[src/rtl/uhr_pkg.sv]
// Shared types, constants and helpers for the unit hydrograph routing step.
// Used by uhr_mul_unit and unit_hydrograph_routing_step_core.
`timescale 1ns / 1ps

package uhr_pkg;

  // Default number of hydrograph ordinates
  localparam int unsigned MaxTapsDef = 64;

  // Configuration register indexes
  localparam logic [2:0] CFG_TAP_COUNT       = 3'd0;
  localparam logic [2:0] CFG_LATERAL_MODE    = 3'd1;
  localparam logic [2:0] CFG_STEP_LENGTH     = 3'd2;
  localparam logic [2:0] CFG_STEP_OVER_DELAY = 3'd3;
  localparam logic [2:0] CFG_SHORTCUT_MARGIN = 3'd4;

  // Register reset values
  localparam logic [6:0]  TapCountRst      = 7'd1;
  localparam logic [15:0] StepLengthRst    = 16'd256;
  localparam logic [23:0] StepOverDelayRst = 24'd65536;
  localparam logic [15:0] ShortcutMarginRst = 16'd33;

  // Status codes
  localparam logic STATUS_OK      = 1'b0;
  localparam logic STATUS_MISSING = 1'b1;

  // Input kinds
  localparam logic FUNC_LOAD = 1'b0;
  localparam logic FUNC_FLOW = 1'b1;

  // Fraction bits dropped after a product
  typedef enum logic [1:0] {
    SHIFT_8,
    SHIFT_15,
    SHIFT_16
  } shift_sel_e;

  // Request into the shared multiplier
  typedef struct packed {
    logic              valid;
    shift_sel_e        shift;
    logic signed [32:0] a;
    logic signed [24:0] b;
  } mul_req_t;

  // Saturate a 33-bit sum to signed 32 bits
  function automatic logic signed [31:0] sat33(input logic signed [32:0] v);
    logic signed [31:0] r;
    if (v[32] != v[31]) begin
      r = v[32] ? 32'sh8000_0000 : 32'sh7fff_ffff;
    end else begin
      r = v[31:0];
    end
    return r;
  endfunction

endpackage

[src/rtl/uhr_mul_unit.sv]
// Shared two-stage multiplier with round-to-nearest, shift and saturation.
// Depends on uhr_pkg for the request type and shift selector.
`timescale 1ns / 1ps

module uhr_mul_unit (
  input  logic                    clk_i,
  input  logic                    rst_ni,
  input  uhr_pkg::mul_req_t       req_i,
  output logic                    valid_o,
  output logic signed [31:0]      result_o
);

  logic signed [57:0]   prod_q;
  logic signed [57:0]   prod_d;
  uhr_pkg::shift_sel_e  shift_q;
  logic                 vld1_q;
  logic                 vld2_q;
  logic signed [31:0]   res_q;
  logic signed [31:0]   res_d;
  logic signed [58:0]   rnd_sum;
  logic signed [58:0]   shifted;

  // Stage 1: signed product
  assign prod_d = req_i.a * req_i.b;

  always_ff @(posedge clk_i or negedge rst_ni) begin
    if (!rst_ni) begin
      vld1_q <= 1'b0;
      vld2_q <= 1'b0;
    end else begin
      vld1_q <= req_i.valid;
      vld2_q <= vld1_q;
    end
  end

  always_ff @(posedge clk_i) begin
    prod_q  <= prod_d;
    shift_q <= req_i.shift;
    res_q   <= res_d;
  end

  // Stage 2: add half an LSB, floor shift, saturate
  always_comb begin
    rnd_sum = 59'sd0;
    shifted = 59'sd0;
    case (shift_q)
      uhr_pkg::SHIFT_8: begin
        rnd_sum = {prod_q[57], prod_q} + 59'sd128;
        shifted = rnd_sum >>> 8;
      end
      uhr_pkg::SHIFT_15: begin
        rnd_sum = {prod_q[57], prod_q} + 59'sd16384;
        shifted = rnd_sum >>> 15;
      end
      uhr_pkg::SHIFT_16: begin
        rnd_sum = {prod_q[57], prod_q} + 59'sd32768;
        shifted = rnd_sum >>> 16;
      end
      default: begin
        rnd_sum = 59'sd0;
        shifted = 59'sd0;
      end
    endcase
    if (shifted > 59'sh7fff_ffff) begin
      res_d = 32'sh7fff_ffff;
    end else if (shifted < -59'sh8000_0000) begin
      res_d = 32'sh8000_0000;
    end else begin
      res_d = shifted[31:0];
    end
  end

  assign valid_o  = vld2_q;
  assign result_o = res_q;

endmodule

[config.mk]
export PLATFORM = sky130hd
export DESIGN_NAME = uhr_mul_unit
export DESIGN_NICKNAME = d
export VERILOG_FILES = /design/src/rtl/uhr_pkg.sv /design/src/rtl/uhr_mul_unit.sv
export SDC_FILE = /design/constraint.sdc
export NUM_CORES = 2
export LEC_CHECK = 0
export BUFFER_PORTS_ARGS = -buffer_cell sky130_fd_sc_hd__buf_2
export CAP_MARGIN = 0
export CORE_MARGIN = 4
export CORE_UTILIZATION = 61
export CTS_BUF_LIST = sky130_fd_sc_hd__clkbuf_4 sky130_fd_sc_hd__clkbuf_8
export DETAILED_ROUTE_END_ITERATION = 8
export GPL_ROUTABILITY_DRIVEN = 0
export MAX_ROUTING_LAYER = met4
export PLACE_DENSITY = 0.81
export SYNTH_ARGS = -nofsm -noshare
export SYNTH_HDL_FRONTEND = slang
export SYNTH_SLANG_ARGS = --single-unit
export TNS_END_PERCENT = 100
[constraint.sdc]
create_clock -name clk_i -period 3.1 [get_ports clk_i]
set_clock_uncertainty 0.2 [all_clocks]
set_input_delay 0.62 -clock clk_i [delete_from_list [all_inputs] [get_ports clk_i]]
set_output_delay 0.62 -clock clk_i [all_outputs]
set_load 0.03 [all_outputs]
== Yosys cells after proc, flatten, opt, wreduce, memory -nomap -nowiden ==
Index checks and enable logic that the tools add are counted.
Word-level totals
  flip-flop bits (word level): 94
  input bits: 63
Operators by class
  reductions and logical operators: 1
  mux-type cells: 2
  multiply operators: 1
  equality and inequality tests: 2
  $add $sub $neg: 3
  order comparisons: 2
Operators by type and width (number)
  59-bit one-hot mux with 3 select lines: 1
  58-bit by 16-bit adder with 59-bit output (second input constant): 1
  58-bit by 17-bit adder with 59-bit output (second input constant): 1
  58-bit by 9-bit adder with 59-bit output (second input constant): 1
  59-bit by 32-bit > comparator with 1-bit output (second input constant): 1
  59-bit by 32-bit less-than comparator with 1-bit output (second input constant): 1
  33-bit by 25-bit multiplier with 58-bit output: 1
  32-bit 2-to-1 mux: 1
  2-bit by 1-bit == test with 1-bit output (second input constant): 1
  2-bit == test (second input constant): 1
  2-bit zero test: 1

== Logic depth before layout (Yosys ltp) ==
  word-level depth: 4
  mapped depth: 28
  gate-level depth less buffers: 27

== Worst setup path after synthesis ==
No wires, ideal clock.
  kind: in2reg
  from: input req_i[57] in the netlist's numbering
  to: register prod_q[56]
  path buffers: 1
  setup time: 118 ps
  data arrival time: 7426 ps
  setup slack: -4645 ps
  cell stages on the path: 23
  required time: 2782 ps
  path through: clkbuf_1 nand2_1 inv_1 fa_1 fa_1 inv_1 fa_1 inv_1 fa_1 fa_1 fa_1 inv_1 fa_1 inv_1 ha_1 and3_1 nand2_1 or3_1 o21ai_0 a2111oi_2 o31ai_1 a21oi_1 xnor2_1
On the way
  cells in the longest elaborated chain, start to end: 1
RTL lines
  start, declared: RTL line uhr_mul_unit.sv:8  | input uhr_pkg::mul_req_t req_i,
  33-bit by 25-bit multiplier with 58-bit output: RTL line uhr_mul_unit.sv:24  | assign prod_d = req_i.a * req_i.b;
  net prod_d[56]: RTL line uhr_mul_unit.sv:14  | logic signed [57:0] prod_d;
  end signal, assigned: RTL line uhr_mul_unit.sv:37  | prod_q <= prod_d;
  end, declared: RTL line uhr_mul_unit.sv:13  | logic signed [57:0] prod_q;
The timed path passes the listed nets, and every way through them passes these cells.
A chain may end at the register's enable or synchronous reset.

== Final worst setup path ==
  from: input req_i[7] in the netlist's numbering
  to: register prod_q[55]
Same word-level chain as after synthesis.

==> run metrics <==
syn_nets=4775; Die X=242.3 microns; HP Start=req_i[60]; final setup violation count=82; row count=85; proportion of layout cells with a drive suffix above 1=0.2577; Top FF cell, synth=dfxtp_1; Final Critical Period=7174 ps; Yosys reg bits=87; clk buf depth=2; CTS tree=done; FMAX=about 0.14 GHz; final hold vios=0; final wirelength=105300 microns; clock sink count=slightly below 90; Synth Warn #=0; Skew-Pair Late Insertion Delay=~400 ps; Top-Level Pins=96; Crit Path Category=primary input to register; Initial DRT Pass Iterations=9; Post-DP HPWL=79470 microns; # Max-Cap Violations=0; pin count of the biggest net entering global routing=34; Cells after Synth=about 3700; Port Buffers=95; GRT overflow=0; mean post-synth cell area=between 9 and 10 sq um; Least-Margin Pin Slew=621.3 ps; Critical path origin=req_i[7]; synth unique cells=66; post-synth top area cell=fa_1; initial antenna violation count=2; Crit path required time=3190 ps; clock-pin slew on the worst setup and hold paths=90 ps; antenna-violating nets left=0; Reg area=about 0.0018 sq mm; commonest non-fill, non-tap cell in the layout=fa_1; Slew headroom=0.5826; # DRC=1; first-pass GRT wire length=163000 microns; CTS H-tree lvls=3; Multi-input gate area=0.02943 sq mm; Tot GR Track Use=0.3591; Hold Path Class=primary input to register; async set or reset register ratio after synthesis=0.02299; Core ar.=0.05413 sq mm; vias in the first global route=~32000; post-route cell area=0.04160 sq mm; most frequent cells in the layout=800 x fa_1, 779 x inv_1, 491 x buf_4; Initial DRC Count=2401; endpoint class of the critical path=register; final setup margin=-4074 ps; placed cell areas=0.03897 sq mm; DR WL/cell=around 21 microns; largest cells by area after synthesis=fa_1 50%, inv_1 9.3%, and2_1 7.5%; R2R setup slack=-330 ps; root buffer cell=clkbuf_8; Startpoint Class=primary input; Max Slew Vio Count=0; arrival time worst endpoint=7260 ps; Die ar.=0.05872 sq mm; critical-path maximum fanout=10; hold_ws=122.0 ps; CTS buffer count=9; synth-to-layout area growth=24.19%; sequential fraction of the synthesis area=0.05230; failing checks=DRC, setup timing; Initial Util=0.6188; part of the cycle the worst path needs=2.314; RSZ-0062 raised after global routing=yes; post-synth top area share=0.5026; synthesized area=0.03350 sq mm; post-layout util=0.7685; via count=28530; Vias/cell=roughly 5.8; status=finished with violations; Die Ht=242.3 microns; fin nets=between 5000 and 6000; Post-synth EDFFs=0; Fillers=3120; RR Startpoint=prod_q[40]$_DFF_P_
area by class of cell:
type	count	area share
antenna	3	0.0001805
sequential	87	0.04277
timing repair buffer	683	0.1480
clock buffer	10	0.003309
inverter	830	0.07507
tap	696	0.02093
clock inverter	6	0.002346
multi-input combinational	2590	0.7074
flip-flops by register name, summed over array words and instances, names as in the netlist:
register / cells
valid_o: 1
vld1_q: 1
prod_q: 51
result_o: 32
shift_q: 2
worst max-delay path, cell delays in order:
cell and delay, ps:
buf_6 130, and2_4 150, fa_1 600, fa_1 470, inv_1 100, fa_2 440, fa_1 540, inv_2 70
fa_1 520, fa_1 450, fa_2 600, ha_4 210, a21o_1 170, a21oi_2 160, o21ai_2 100, a221o_1 360
a21oi_4 220, o211ai_4 130, a21oi_2 220, o21ai_2 110, a2111oi_4 460, o31ai_2 140, buf_4 150, xor2_1 130
metal layers:
| metal | vias up | wire [microns] | global-route usage |
|---|---|---|---|
| met4 | 0 | 9779 | 0.2383 |
| li1 | 11830 | - | - |
| met2 | 1818 | 52610 | 0.6013 |
| met1 | 14110 | 34410 | 0.3937 |
| met3 | 772 | 8542 | 0.06453 |
| met5 | - | 0 | - |
synthesized netlist by cell type (6+ instances only):
master    count
a211oi_1     21
a21o_1       28
a21oi_1      83
and2_1      403
and3_1       21
and4_1        6
buf_1         6
buf_2        17
clkbuf_1    180
dfxtp_1      85
fa_1        841
ha_1        157
inv_1       830
nand2_1     477
nand2b_1     15
nand3_1      38
nand4_1      29
nor2_1      113
nor2b_1       6
nor3_1       22
o21a_1        6
o21ai_0      20
o21ai_1      15
o21ai_2      18
o22ai_1      17
or3_1         7
xnor2_1     110
xor2_1       72
metrics by stage:
step | setup WS [ps] | cells | setup TNS (ps)
after detailed placement | -4526 | 4821 | -201450
final | -4074 | 4905 | -181210
after CTS | -3761 | 4875 | -164750
after floorplan | -3962 | 3714 | -155540
after global placement | -4389 | 4821 | -196270
after global routing | -4290 | 4905 | -191020
kinds of logic (layout without fill, tap and decap cells):
kind of cell / Yosys count / count (layout) / share of synthesized area
buffers and inverters: 1037 / 1529 / 0.1174
multiplexers: 1 / 1 / 0.0002988
XOR/XNOR: 182 / 182 / 0.04759
adder cells (fa/ha/maj): 998 / 998 / 0.5613
AO/OA/AOI/OAI: 248 / 248 / 0.04807
other: 0 / 3 / 0
flip-flops: 87 / 87 / 0.05230
AND/OR/NAND/NOR: 1161 / 1161 / 0.1731
path summary, 6_finish.rpt:
kind / endpoint / cells after the start
max: prod_q[55]$_DFF_P_ / 24
min: vld1_q$_DFF_PN0_ / 1
max reg2reg: result_o[25]$_SDFF_PN1_ / 15
min reg2reg: valid_o$_DFF_PN0_ / 0
max in group asynchronous: vld1_q$_DFF_PN0_ / 2
min in group asynchronous: valid_o$_DFF_PN0_ / 2
what timing repair did:
item	CTS	global route
pin swaps	97	110
buffers inserted	32	33
hold buffers	1	0
gates resized for setup	260	175
endpoints found under the setup margin	82	82
hold endpoints to repair	2	0
gates cloned	8	3
Power is left out: the tool's default activity adds up to more than one toggle a clock period on the data nets, which glitch-free logic cannot reach.
